### src/rtl/ibs_pkg.sv
package ibs_pkg;

  localparam int CW   = 32;        // coordinate width
  localparam int RW   = CW - 1;    // radius width
  localparam int MW   = CW + 1;    // magnitude of a coordinate difference
  localparam int EW   = CW + 2;    // dist + r, excess, divisor
  localparam int SQW  = 2 * CW + 2; // sum of three squares
  localparam int NUMW = MW + EW;   // |d| * excess
  localparam int RTW  = SQW / 2;   // root width

  localparam logic [RW-1:0] RMAX = {RW{1'b1}};

endpackage

### src/rtl/ibs_sqrt.sv
module ibs_sqrt
  import ibs_pkg::*;
(
  input  logic           clk,
  input  logic           rst,
  input  logic           start,
  input  logic [SQW-1:0] n,
  output logic [RTW-1:0] root,
  output logic           done
);

  localparam int CNTW = $clog2(RTW);

  logic            busy;
  logic [CNTW-1:0] cnt;
  logic [SQW-1:0]  sh;
  logic [RTW+1:0]  rem;
  logic [RTW+3:0]  tmp;
  logic [RTW+3:0]  trial;
  logic            ge;
  logic [RTW+1:0]  rem_next;

  // two radicand bits per step, one root bit out
  always_comb begin
    tmp      = {rem, sh[SQW-1 -: 2]};
    trial    = {2'b00, root, 2'b01};
    ge       = tmp >= trial;
    rem_next = ge ? (RTW + 2)'(tmp - trial) : tmp[RTW+1:0];
  end

  always_ff @(posedge clk) begin
    if (rst) begin
      busy <= 1'b0;
      done <= 1'b0;
      cnt  <= '0;
    end else begin
      done <= 1'b0;
      if (start) begin
        busy <= 1'b1;
        cnt  <= '0;
      end else if (busy) begin
        cnt <= cnt + 1'b1;
        if (cnt == CNTW'(RTW - 1)) begin
          busy <= 1'b0;
          done <= 1'b1;
        end
      end
    end
  end

  always_ff @(posedge clk) begin
    if (start) begin
      sh   <= n;
      rem  <= '0;
      root <= '0;
    end else if (busy) begin
      sh   <= {sh[SQW-3:0], 2'b00};
      rem  <= rem_next;
      root <= {root[RTW-2:0], ge};
    end
  end

endmodule

### config.mk
export PLATFORM = sky130hd
export DESIGN_NAME = ibs_sqrt
export DESIGN_NICKNAME = d
export VERILOG_FILES = /design/src/rtl/ibs_pkg.sv /design/src/rtl/ibs_sqrt.sv
export SDC_FILE = /design/constraint.sdc
export NUM_CORES = 1
export LEC_CHECK = 0
export ABC_AREA = 0
export BUFFER_PORTS_ARGS = -buffer_cell sky130_fd_sc_hd__buf_2
export CORE_UTILIZATION = 50
export CTS_BUF_LIST = sky130_fd_sc_hd__clkbuf_4
export DETAILED_ROUTE_END_ITERATION = 10
export GPL_TIMING_DRIVEN = 0
export PLACE_DENSITY = 0.73
export SLEW_MARGIN = 5
export SYNTH_ARGS = -nofsm -noshare
export SYNTH_HDL_FRONTEND = slang
export SYNTH_SLANG_ARGS = --single-unit
### constraint.sdc
create_clock -name clk -period 3 [get_ports clk]
set_input_delay 0.45 -clock clk [delete_from_list [all_inputs] [get_ports clk]]
set_output_delay 0.45 -clock clk [all_outputs]
set_load 0.02 [all_outputs]
==> summary.txt <==
Status
  – Outcome: complete, no violations

Yosys
  – Mapped Nets: 918
  – Count of cell types in the netlist: 62
  – Yosys reg bits: 142
  – Post-synth EDFFs: 66
  – Synth warn: 0
  – Seq/Total Area, Yosys: 43.8%
  – Top_reg_cell synth: dfxtp_1
  – Post-Syn Area: 8000 µm²
  – Post-synthesis adder-cell area fraction: 5.79%
  – Combinational family with the most area after synthesis: compound AO/OA/AOI/OAI gates
  – Async set-reset flop share out of synthesis: 0%
  – Post-synthesis compound-gate area fraction: 14.4%
  – Mux contribution to synthesized area: 13.6%
  – Post-Synth Simple-Gate Area: 14.2%
  – Cell count after synthesis: 812
  – Xor/xnor share of the synthesized area: 3.18%
  – Synthesized area per cell: 9.85 µm²

Clock network
  – Clock transition at path regs: 0.12 ns
  – CTS tree: built
  – H-Tree Depth: 4
  – Root buffer cell: clkbuf_4
  – Total clock sinks: 142
  – Cts bufs inserted: 17
  – CTS Buffer Depth: 2
  – CTS Hold Bufs: 0
  – Latest clock arrival within the worst-skew pair: 0.56 ns

Timing
  – Worst Max-Slew Pin Slew: 0.875 ns
  – Setup TNS: 0 ns
  – RSZ-0062 raised after global routing: true
  – Hold Violations, Final: 0
  – Min Tclk post-route: 2.91 ns
  – Min Hold Slack: 0.0559 ns
  – Peak Freq: 0.343 GHz
  – Slew HR: 41.7%
  – Period utilization: 97.1%
  – Final setup viols: 0
  – Worst Clk Skew: 0.0169 ns
  – Slew Viols, Final: 0

Global route
  – Vias in the first global route: 6349
  – Initial antenna violation count: 1
  – Largest net degree at the start of global routing: 67
  – Global Route Usage Sum: 23.7%
  – First-pass GRT wire length: 30500 µm
  – Grt total ovfl: 0

Placement
  – Hpwl dp: 13500 µm
  – Post-Place Cells: 1124
  – Port bufs: 101
  – RD Place Congestion: 0.891

Worst setup path
  – Critical Setup Path Class: flip-flop to flip-flop
  – CP bufs+invs: 4
  – CP delay by family, top: compound AO/OA/AOI/OAI gates
  – Data required, critical path: 3.47 ns
  – Most used cell, CP: buf_8
  – CP startpoint kind: flip-flop
  – Crit path cell chain: inv_1 > ha_1 > buf_2 > and2_1 > a221o_1 > o31ai_4 > a31oi_4 > a21oi_4 > a41o_4 > buf_8 > buf_8 > nand2_2 > a311oi_2
  – Maximum fanout along the worst path: 10
  – Largest stage delay, worst path: 0.40 ns
  – Crit path DAT: 3.38 ns
  – Critical Path End Type: flip-flop
  – Slowest CP cell: a221o_1

Run
  – Max Cap Viol: 0

Finish
  – Fraction of layout instances using a drive strength above 1: 27.0%
  – N_diodes: 0
  – Most frequent cells in the layout: buf_2, nor2_1, nand2_1
  – Final Net Count: 1041
  – Cell Count, Final, Fillers Out: 1159
  – P&R area growth vs syn: 15.6%
  – Post-layout util: 59.9%
  – Most common cell after layout, fill and taps aside: buf_2

Floorplanning
  – Core ar.: 15400 µm²
  – Cell Rows: 45
  – Die X: 128 µm
  – Die height: 128 µm
  – Die area: 16500 µm²
  – Initial Util: 51.8%
  – Boundary Pins: 103

Drt
  – Drt pass-1 iters: 5
  – Post-Route WL: 19100 µm
  – DR vias: 6495
  – Drt drc: 0
  – Final ANT Viol Nets: 0
  – Via/cell ratio: 5.60
  – Starting DRT DRC Count: 455
  – DR WL/cell: 16.5 µm

Pwr
  – Leakage power: 3.73 nW
  – Overall Power: 6.97 mW
  – PwrDens: 754 nW/µm²
  – Max IR drop VDD: 0.000505 V

Worst hold path
  – HP Class: primary input to flip-flop
## path summary, 6_finish.rpt
path / from / depth (start not counted) / slack, ns / to
setup reg to reg: root[18]$_SDFFE_PP0P_ / 13 / 0.09 / rem[29]$_SDFFE_PP0P_
hold / removal: rst / 2 / 0.06 / busy$_SDFF_PP0_
setup / recovery: root[18]$_SDFFE_PP0P_ / 13 / 0.09 / rem[29]$_SDFFE_PP0P_
hold reg to reg: cnt[5]$_SDFFE_PP0P_ / 2 / 0.50 / done$_SDFF_PP0_
## per-layer routing
metal | track usage [%] | share of wire, % | up-vias
met5 | 0 | 0 | -
met3 | 7.44 | 6.8 | 14
met4 | 6.02 | 1.2 | 0
li1 | - | - | 3202
met1 | 29.4 | 44 | 3070
met2 | 39.8 | 48 | 209
## layout make-up
type                    count  area [µm²]
plain buffers              47         243
clock buffers              19         143
clock inverters            13         164
fillers                  1412        6180
inverters                  45         169
multi-input cells         576        4210
flip-flops and latches    142        3510
well taps                 211         264
repair buffers            106         543
## through the flow
stage          area [µm²]  worst slack (ns)
2_1_floorplan        8000             0.193
3_3_place_gp         8760            -0.782
3_5_place_dp         8770           -0.0689
4_1_cts              9100           0.00165
5_1_grt              9250           -0.0255
6_report             9250            0.0870
## sequential cells by signal, indices dropped and copies added (netlist names)
register  flops
cnt           6
root         33
done          1
busy          1
sh           66
rem          35
## cell usage after synthesis, drive strengths merged (13+ instances only)
cell,number,share of area [%]
nor3,14,0.88
clkbuf,26,1.3
o21ai,18,1.1
nand2,83,4.0
a311oi,26,3.1
edfxtp,66,25
inv,45,2.1
ha,37,5.8
mux2i,37,4.6
xnor2,19,2.1
mux2,64,9.0
dfxtp,76,19
nand3,13,0.81
a21o,14,1.3
nor2,95,4.5
buf,23,1.6
a21oi,41,2.7
## timing repair
item,in CTS,in global routing
pin swaps,1,7
endpoints found under the setup margin,17,34
setup buffers,0,5
cloned,0,0
resized for setup,3,35
endpoints found under the hold margin,0,0
## report_power, final
group	switching, mW	total [mW]	internal [mW]
combinational	1.86	3.24	1.38
sequential	0.122	2.37	2.25
clock	0.753	1.35	0.600
total	2.74	6.97	4.23
## cell families (layout without fill, tap and decap cells)
family | after synthesis | in the layout
xor+xnor | 29 | 29
flops | 142 | 142
mux | 101 | 101
fa+ha+maj | 37 | 37
simple gates | 255 | 255
compound gates | 154 | 154
buf+inv | 94 | 230
No activity file was read; power rests on OpenSTA's default activity.
