--- src/rtl/ibs_pkg.sv ---
package ibs_pkg;

  localparam int CW   = 32;        // coordinate width
  localparam int RW   = CW - 1;    // radius width
  localparam int MW   = CW + 1;    // magnitude of a coordinate difference
  localparam int EW   = CW + 2;    // dist + r, excess, divisor
  localparam int SQW  = 2 * CW + 2; // sum of three squares
  localparam int NUMW = MW + EW;   // |d| * excess
  localparam int RTW  = SQW / 2;   // root width

  localparam logic [RW-1:0] RMAX = {RW{1'b1}};

endpackage

--- src/rtl/ibs_div.sv ---
module ibs_div
  import ibs_pkg::*;
(
  input  logic            clk,
  input  logic            rst,
  input  logic            start,
  input  logic [NUMW-1:0] num,
  input  logic [EW-1:0]   den,
  output logic [EW-1:0]   quot,
  output logic            done
);

  localparam int CNTW = $clog2(EW);

  logic            busy;
  logic [CNTW-1:0] cnt;
  logic [EW-1:0]   sh;
  logic [EW-1:0]   rem;
  logic [EW:0]     tmp;
  logic            ge;
  logic [EW-1:0]   rem_next;

  // quotient is known to fit EW bits, so the top of num starts the remainder
  always_comb begin
    tmp      = {rem, sh[EW-1]};
    ge       = tmp >= {1'b0, den};
    rem_next = ge ? EW'(tmp - {1'b0, den}) : tmp[EW-1:0];
  end

  always_ff @(posedge clk) begin
    if (rst) begin
      busy <= 1'b0;
      done <= 1'b0;
      cnt  <= '0;
    end else begin
      done <= 1'b0;
      if (start) begin
        busy <= 1'b1;
        cnt  <= '0;
      end else if (busy) begin
        cnt <= cnt + 1'b1;
        if (cnt == CNTW'(EW - 1)) begin
          busy <= 1'b0;
          done <= 1'b1;
        end
      end
    end
  end

  always_ff @(posedge clk) begin
    if (start) begin
      rem  <= EW'(num[NUMW-1:EW]);
      sh   <= num[EW-1:0];
      quot <= '0;
    end else if (busy) begin
      rem  <= rem_next;
      sh   <= {sh[EW-2:0], 1'b0};
      quot <= {quot[EW-2:0], ge};
    end
  end

endmodule

--- config.mk ---
export PLATFORM = sky130hd
export DESIGN_NAME = ibs_div
export DESIGN_NICKNAME = d
export VERILOG_FILES = /design/src/rtl/ibs_pkg.sv /design/src/rtl/ibs_div.sv
export SDC_FILE = /design/constraint.sdc
export NUM_CORES = 1
export LEC_CHECK = 0
export BUFFER_PORTS_ARGS = -buffer_cell sky130_fd_sc_hd__clkbuf_2
export CAP_MARGIN = 0
export CORE_ASPECT_RATIO = 1.4
export CORE_MARGIN = 4
export CORE_UTILIZATION = 56
export DETAILED_ROUTE_END_ITERATION = 6
export PLACE_DENSITY_LB_ADDON = 0.1
export SYNTH_ARGS = -nofsm -noshare
export SYNTH_HDL_FRONTEND = slang
export SYNTH_SLANG_ARGS = --single-unit
--- constraint.sdc ---
create_clock -name clk -period 3.9 [get_ports clk]
set_input_delay 0.78 -clock clk [delete_from_list [all_inputs] [get_ports clk]]
set_output_delay 0.78 -clock clk [all_outputs]
set_load 0.02 [all_outputs]
==> qor.csv, run 1 <==
metric,value,unit
status,"finished, final reports clean",
syn_inst,658,
power.density,531.4,nW/µm²
finalClockSkew,0.01069,ns
grt_pass1_vias,5424,
setup_viol,0,
antenna_found_initial,0,
r2r_cells,11,
worst-setup-path-type,primary input to register,
total_leakage_power,0.003495,µW
min_period,3.403,ns
slew_headroom,0.5557,
cp_slowest_cell,mux2_2,
yosysSeqAreaShare,0.4108,
slew_violations,0,
dieArea,14360,µm²
final_cells,935,
period_share,0.8724,
dp_hpwl,11530,µm
ir_drop,0.2609,mV
min_from,cnt[5]$_SDFFE_PP0P_,
gp_congestion,0.9212,
hold_viol_final,0,
start_util,0.5680,
wirelength,15220,µm
cpMostUsedCell,mux2_2,
ys_types,76,
fin_setup_tns,0,ns
worstSkewPairLatency,0.35,ns
num_rows,48,
crit_buf_inv,3,
vias,5345,
whs,0.4911,ns
cts_buffer_depth,2,
grt-ovfl-total,0,
synth_top_area_share,0.2877,
worstSetupEndpointType,register,
clock-sinks,110,
cp_top_family,compound AO/OA/AOI/OAI gates,
route.detailed.wl_per_inst,16.27,µm
synth-main-ff-cell,edfxtp_1,
worst_hold_path.endpoint,done$_SDFF_PP0_,
cts_setup_buffers,0,
cts_tree,done,
synth-async-reset-ratio,0,
cp_max_fo,18,
fp.dieH,140.2,µm
ctsHoldBuffers,0,
yosys_register_bits,110,
synthesis.nets,799,
path_clk_slew,0.08,ns
vias_per_cell,5.717,
cp-start-kind,primary input,
cts_root_buffer,clkbuf_16,
antenna_left,0,
core_area,12310,µm²
drt-initial-drc-count,167,
io_pins,139,
cp.depth,13,
holdPathStages,2,
die_x,102.4,µm
grt_setup_unrepaired,no,
synth_top_area_cell,edfxtp_1,
post_synth.cell_area_avg,10.63,µm²
fin_util,0.6524,
r2r-start,rem[3]$_DFFE_PP_,
required,4.00,ns
cts_resized,0,
drive_gt1_frac,0.3159,
drc,0,
cts_inserted_buffers,9,
grtUsageTotal,0.2172,
first_pass_iters,4,
io_buffers,138,
r2r_slack,0.63,ns
synthToLayoutAreaGrowth,14.87,%
synth_edf_count,67,
placed_cells,919,
power,4268,µW
path_cells,clkbuf_2 -> inv_1 -> ha_1 -> a21o_1 -> a211o_1 -> o211ai_2 -> o211ai_1 -> nand3_1 -> nand2_1 -> a31oi_4 -> buf_12 -> mux2_2 -> mux2_2,
grt_max_degree,65,
grt_first_pass_wirelength,25140,µm
antenna_cells,0,
cap_violations,0,
timing.fmax,293.9,MHz
netlist_area,6993,µm²
nNetsFinal,921,
fillCellCount,1030,
ys_warn_count,0,
synthTopCellsByArea,"edfxtp_1 29%, dfxtp_1 12%, mux2_2 9.8%",
r2r-end,rem[5]$_DFFE_PP_,
min_path_type,register to register,
worstMarginPinSlew,0.6664,ns
worstPathArrival,3.51,ns
htreeDepth,3,
cpPeakStageDelay,0.36,ns
[worst reg2reg max path, cell delays in order (launching register included)]
cell	delay, ns
edfxtp_1	0.40
ha_1	0.36
a21o_1	0.21
a211o_1	0.28
o211ai_2	0.25
o211ai_1	0.18
nand3_1	0.13
nand2_1	0.13
a31oi_4	0.26
buf_12	0.20
mux2_2	0.36
mux2_2	0.27
[worst max path at each step]
stage	endpoint	startpoint
after global placement	rem[3]$_DFFE_PP_	den[4]
final	rem[5]$_DFFE_PP_	den[4]
after CTS	rem[5]$_DFFE_PP_	den[4]
after detailed placement	rem[5]$_DFFE_PP_	den[4]
after global routing	rem[12]$_DFFE_PP_	den[4]
after floorplan	rem[10]$_DFFE_PP_	den[4]
[cell families (layout without fill, tap and decap cells)]
family	after synthesis	count (layout)	share of synthesized area
adder cells (fa/ha/maj)	37	37	0.06727
buffers and inverters	77	204	0.05672
AO/OA/AOI/OAI	125	125	0.1281
XOR/XNOR	32	32	0.04008
multiplexers	113	113	0.1755
flip-flops	110	110	0.4108
AND/OR/NAND/NOR	164	164	0.1215
[where the power goes]
part | leakage, µW | total (µW) | switching, µW | internal [µW]
sequential | 0.00102 | 1510 | 74.8 | 1440
combinational | 0.00233 | 1860 | 975 | 886
clock | 0.000141 | 897 | 450 | 447
[per-layer routing]
| layer | share of wire | global-route usage | up-vias |
|---|---|---|---|
| met4 | 0.027 | 0.07878 | 0 |
| li1 | - | - | 2643 |
| met2 | 0.53 | 0.3904 | 140 |
| met1 | 0.39 | 0.2478 | 2526 |
| met5 | 0 | 0 | - |
| met3 | 0.053 | 0.04534 | 36 |
[final cells by class]
| cell class | count | area [µm²] | area share |
|---|---|---|---|
| Clock buffer | 10 | 229.0 | 0.02850 |
| Clock inverter | 6 | 53.80 | 0.006698 |
| Inverter | 41 | 153.9 | 0.01916 |
| Multi-Input combinational cell | 471 | 3724 | 0.4636 |
| Sequential cell | 110 | 2874 | 0.3578 |
| Tap cell | 150 | 187.7 | 0.02336 |
| Timing Repair Buffer | 147 | 810.8 | 0.1009 |
[flip-flops by register name (all words and copies together), names as in the netlist]
| name | count |
|---|---|
| cnt | 6 |
| sh | 34 |
| quot | 34 |
| rem | 34 |
| busy | 1 |
| done | 1 |
[stage by stage]
step	setup WS (ns)	instance area (µm²)
final	0.4975	8033
after global routing	0.3810	8033
after CTS	0.5142	8033
after detailed placement	0.1416	7750
after global placement	0.2137	7750
after floorplan	0.4347	6993
[layout by cell type (no fill, tap or decap), types with 3 or more instances in the layout]
cell type,instances
clkbuf_2,137
edfxtp_1,67
mux2_2,61
nor2_1,55
dfxtp_1,42
inv_1,41
a21oi_1,36
mux2i_1,36
ha_1,36
nand2_1,31
xnor2_1,20
mux2_1,16
o21ai_0,15
nand2b_1,12
xor2_1,12
nand4_1,10
a21o_1,10
nor2b_1,9
clkbuf_16,9
a21oi_2,8
nand3_1,8
o21bai_1,7
buf_4,6
a211oi_1,5
nor4_1,5
a31oi_1,5
a221o_1,4
nor3_1,4
o211ai_1,4
o21ai_1,4
buf_12,4
or4_1,3
and3b_1,3
nor3b_1,3
[Yosys cell counts, types with 3 or more instances]
library cell   n
a211oi_1       5
a21o_1        10
a21oi_1       36
a21oi_2        8
a221o_1        4
a31oi_1        5
and3b_1        3
buf_1          4
buf_2          3
buf_4          4
buf_6          4
clkbuf_1      15
clkbuf_8       3
dfxtp_1       43
edfxtp_1      67
ha_1          36
inv_1         41
mux2_1        16
mux2_2        61
mux2i_1       36
nand2_1       31
nand2b_1      12
nand3_1        8
nand4_1       10
nor2_1        55
nor2b_1        9
nor3_1         4
nor3b_1        3
nor4_1         5
o211ai_1       4
o21ai_0       15
o21ai_1        4
o21bai_1       7
or4_1          3
xnor2_1       20
xor2_1        12
Note: power is estimated with default switching activity, not from simulation.
==> run 2, diff against run 1 <==
--- a/config.mk
+++ b/config.mk
@@ -9,7 +9,7 @@
 export CAP_MARGIN = 0
 export CORE_ASPECT_RATIO = 1.4
 export CORE_MARGIN = 4
-export CORE_UTILIZATION = 56
+export CORE_UTILIZATION = 51
 export DETAILED_ROUTE_END_ITERATION = 6
 export PLACE_DENSITY_LB_ADDON = 0.1
 export SYNTH_ARGS = -nofsm -noshare
==> constraint.sdc (replaced) <==
create_clock -name clk -period 2.98 [get_ports clk]
set_input_delay 0.596 -clock clk [delete_from_list [all_inputs] [get_ports clk]]
set_output_delay 0.596 -clock clk [all_outputs]
set_load 0.02 [all_outputs]
==> qor.csv, run 2 (synthesis gave the netlist of run 1 again) <==
metric,value,unit
slew_headroom,0.5866,
nNetsFinal,1027,
drive_gt1_frac,0.4534,
cpPeakStageDelay,0.43,ns
layout_common_cells,"137 x clkbuf_2, 104 x buf_4, 67 x edfxtp_1",
grtUsageTotal,0.2243,
worstSetupEndpointType,register,
path_clk_slew,0.08,ns
vias,5772,
antenna_cells,0,
dp_hpwl,13020,µm
worstSkewPairLatency,0.36,ns
largestRegisters,"quot x34, rem x34, sh x34",
grt_first_pass_wirelength,28640,µm
grt_pass1_vias,6189,
cts_root_buffer,clkbuf_16,
grt_max_degree,57,
final_cells,1073,
period_share,1.000,
cap_violations,0,
ctsHoldBuffers,0,
io_pins,139,
htreeDepth,3,
cp.depth,12,
first_pass_iters,4,
hold_viol_final,0,
cp_slowest_cell,edfxtp_1,
cts_tree,done,
synthToLayoutAreaGrowth,32.69,%
drc,0,
violations,negative setup slack,
final_common_cell,clkbuf_2,
timing.fmax,335.5,MHz
worstPathArrival,3.09,ns
dieArea,15680,µm²
route.detailed.wl_per_inst,16.48,µm
grt-ovfl-total,0,
fin_setup_tns,-0.0006195,ns
power.density,723.7,nW/µm²
setup_slack,-0.0006195,ns
wirelength,17680,µm
setup_viol,1,
r2r_cells,12,
finalClockSkew,0.01187,ns
die_x,107.0,µm
status,finished with violations,
cp-start-kind,register,
ir_drop,0.3996,mV
vias_per_cell,5.379,
drt-initial-drc-count,233,
num_rows,50,
cp_max_fo,5,
holdPathStages,2,
total_leakage_power,0.004139,µW
worst-setup-path-type,register to register,
slew_violations,0,
antenna_left,0,
worstMarginPinSlew,0.6200,ns
antenna_found_initial,0,
placed_cells,1036,
cts_buffer_depth,2,
cts_inserted_buffers,9,
path_cells,ha_4 -> a21o_1 -> a211o_1 -> o211ai_2 -> o211ai_1 -> nand3_1 -> nand2_2 -> a31oi_4 -> buf_6 -> clkbuf_16 -> mux2_4 -> mux2_2,
min_period,2.981,ns
required,3.09,ns
fp.dieH,146.6,µm
whs,0.3970,ns
min_path_type,primary input to register,
start_util,0.5223,
cp_top_family,compound AO/OA/AOI/OAI gates,
gp_congestion,0.8733,
core_area,13390,µm²
clock-sinks,110,
grt_setup_unrepaired,yes,
io_buffers,138,
crit_buf_inv,2,
[run 2: cell count changes in the layout (fill, tap and decap cells not counted), sizes merged]
cell	delta
buf	+105
clkinv	+1
[run 2: area by class of cell]
class | instances | area, µm²
repair buffers | 253 | 1658
flip-flops and latches | 110 | 2874
multi-input cells | 471 | 4066
clock inverters | 7 | 66.31
inverters | 41 | 161.4
well taps | 182 | 227.7
clock buffers | 9 | 225.2
fillers | 1109 | 4109
[run 2: final timing paths]
check | slack (ns) | startpoint | to
min | 0.40 | rst | busy$_SDFF_PP0_
min reg2reg | 0.50 | cnt[5]$_SDFFE_PP0P_ | done$_SDFF_PP0_
max reg2reg | -0.0006 | rem[3]$_DFFE_PP_ | rem[18]$_DFFE_PP_
max | -0.0006 | rem[3]$_DFFE_PP_ | rem[18]$_DFFE_PP_
[run 2: stage by stage]
step	setup slack, ns	util	instance area [µm²]	power (µW)
floorplan	-0.08318	-	7109	4167
global placement	-0.3402	0.6369	8527	5021
detailed placement	-0.3825	0.6369	8527	5115
CTS	-0.03548	0.6721	8997	6482
global route	-0.1273	0.6931	9279	7132
finish	-0.0006195	0.6931	9279	6715
[run 2: timing repair]
item,4_1_cts,5_1_grt
buffers inserted,9,11
pin swaps,8,19
gates resized for setup,14,36
gates cloned,1,1
endpoints found under the setup margin,25,31
[run 2: metal layers]
layer | vias to the layer above | track usage | wire [µm]
li1 | 2845 | - | -
met1 | 2764 | 0.2346 | 6642
met2 | 128 | 0.4319 | 9903
met3 | 35 | 0.04069 | 741
met4 | 0 | 0.08957 | 395
met5 | - | 0 | 0
[run 2: worst reg2reg max path, delay by kind of cell, from the launching register on]
kind	cells	cell delay [ns]
AOI/OAI and AO/OA	5	0.98
buffers and inverters	2	0.32
and+or+nand+nor	2	0.22
DFF	1	0.43
muxes	2	0.54
adders and majority gates	1	0.25
[run 2: where the power goes]
| part | switching [µW] | internal (µW) |
|---|---|---|
| clock | 612 | 588 |
| combinational | 1560 | 1950 |
| sequential | 124 | 1880 |
==> run 3, diff against run 2 <==
--- a/config.mk
+++ b/config.mk
@@ -9,7 +9,7 @@
 export CAP_MARGIN = 0
 export CORE_ASPECT_RATIO = 1.4
 export CORE_MARGIN = 4
-export CORE_UTILIZATION = 51
+export CORE_UTILIZATION = 45
 export DETAILED_ROUTE_END_ITERATION = 6
 export PLACE_DENSITY_LB_ADDON = 0.1
 export SYNTH_ARGS = -nofsm -noshare
==> qor.csv, run 3 (synthesis gave the netlist of run 1 again) <==
metric,value,unit
status,finished with violations,
violations,negative setup slack,
dp_hpwl,12970,µm
first_pass_iters,4,
worstSetupEndpointType,register,
vias_per_cell,5.338,
top_layer_used,met4,
final_common_cell,clkbuf_2,
setup_viol,11,
wirelength,17650,µm
worst-setup-path-type,register to register,
total_leakage_power,0.004145,µW
p_int,4484,µW
hold_viol_final,0,
regArea,2874,µm²
antenna_cells,0,
wl_met1,6666,µm
cts_root_buffer,clkbuf_16,
cts_inserted_buffers,9,
fp.dieH,155.5,µm
pwr-share-comb,0.529,
finalClockSkew,0.008295,ns
worstSkewPairLatency,0.36,ns
clock-sinks,110,
layout_common_cells,"137 x clkbuf_2, 101 x buf_4, 67 x edfxtp_1",
power.density,732.4,nW/µm²
num_rows,53,
ir_drop,0.3862,mV
fin_util,0.6137,
synthToLayoutAreaGrowth,32.69,%
timing.fmax,331.4,MHz
slew_headroom,0.5443,
path_clk_slew,0.08,ns
setup_slack,-0.03770,ns
drt-initial-drc-count,190,
io_buffers,138,
period_share,1.013,
placed_area,8539,µm²
gp_congestion,0.8429,
slew_violations,0,
cap_violations,0,
switching_share,0.3401,
worstMarginPinSlew,0.6836,ns
drc,0,
vias,5776,
whs,0.3936,ns
required,3.09,ns
grt_setup_unrepaired,yes,
grt-ovfl-total,0,
dr_wl_met3,818,µm
drive_gt1_frac,0.4483,
ctsHoldBuffers,0,
antenna_found_initial,0,
core_area,15120,µm²
clockPowerShare,0.177,
final_cells,1082,
antenna_left,0,
grtUsageTotal,0.1980,
dieArea,17630,µm²
grt_pass1_vias,6015,
min_path_type,primary input to register,
placed_cells,1046,
start_util,0.4625,
grt_first_pass_wirelength,28100,µm
cp_max_fo,4,
cp-start-kind,register,
pwr-share-seq,0.295,
wl_met2,9714,µm
power,6796,µW
grt_max_degree,55,
largestRegisters,"quot x34, rem x34, sh x34",
htreeDepth,3,
multi_input_area,4018,µm²
die_x,113.4,µm
final_area,9279,µm²
cts_buffer_depth,2,
nNetsFinal,1026,
fillCellCount,1328,
worstPathArrival,3.13,ns
cts_tree,done,
route.detailed.wl_per_inst,16.31,µm
switchingPower,2311,µW
io_pins,139,
min_period,3.018,ns
run 3: cell types whose count changed in the layout (fill, tap and decap cells not counted), sizes merged:
cell	before	now
buf	115	114
clkinv	4	2
inv	44	45
clkbuf	147	148
run 3: routing by layer:
metal,up-vias,track usage
li1,2850,-
met1,2771,0.2074
met2,124,0.3712
met3,31,0.04475
met5,-,0
met4,0,0.09107
run 3: worst paths after layout:
check | start | end | slack, ns | depth (start not counted)
worst min register to register | cnt[5]$_SDFFE_PP0P_ | cnt[5]$_SDFFE_PP0P_ | 0.50 | 2
worst max register to register | rem[3]$_DFFE_PP_ | rem[11]$_DFFE_PP_ | -0.04 | 12
worst min-delay path | rst | busy$_SDFF_PP0_ | 0.39 | 2
worst max-delay path | rem[3]$_DFFE_PP_ | rem[11]$_DFFE_PP_ | -0.04 | 12
run 3: cell type report:
cell class	instances	share of cell area
Tap cell	192	0.02589
Timing Repair Buffer	252	0.1826
Inverter	41	0.01739
Clock inverter	6	0.006742
Multi-Input combinational cell	471	0.4330
Clock buffer	10	0.02468
Sequential cell	110	0.3097
run 3: what timing repair did:
action	CTS	global route
gates resized for setup	11	35
pin swaps	7	25
gates cloned	3	1
setup endpoints to repair	23	31
buffers inserted	8	11
run 3: critical path: stages (launching register included):
cell	delay [ns]
edfxtp_1	0.44
ha_4	0.24
a21o_1	0.20
a211o_1	0.25
o211ai_2	0.21
o211ai_1	0.14
nand3_1	0.13
nand2_2	0.09
a31oi_4	0.21
buf_6	0.16
clkbuf_16	0.15
mux2_4	0.29
mux2_2	0.26
run 3: through the flow:
stage               setup TNS [ns]  setup WS, ns
finish                     -0.1922      -0.03770
floorplan                   -1.121      -0.08318
CTS                        -0.3630      -0.03838
detailed placement          -9.088       -0.3576
global route                -3.551       -0.1821
global placement            -8.576       -0.3315
run 3: power groups by stage:
stage	Clock (µW)	Combinational (µW)	Sequential, µW
5_1_grt	1310	3890	2020
2_1_floorplan	0	2180	1980
4_1_cts	1250	3380	2000
6_report	1200	3590	2000
3_3_place_gp	0	3060	2020
3_5_place_dp	0	3110	2020
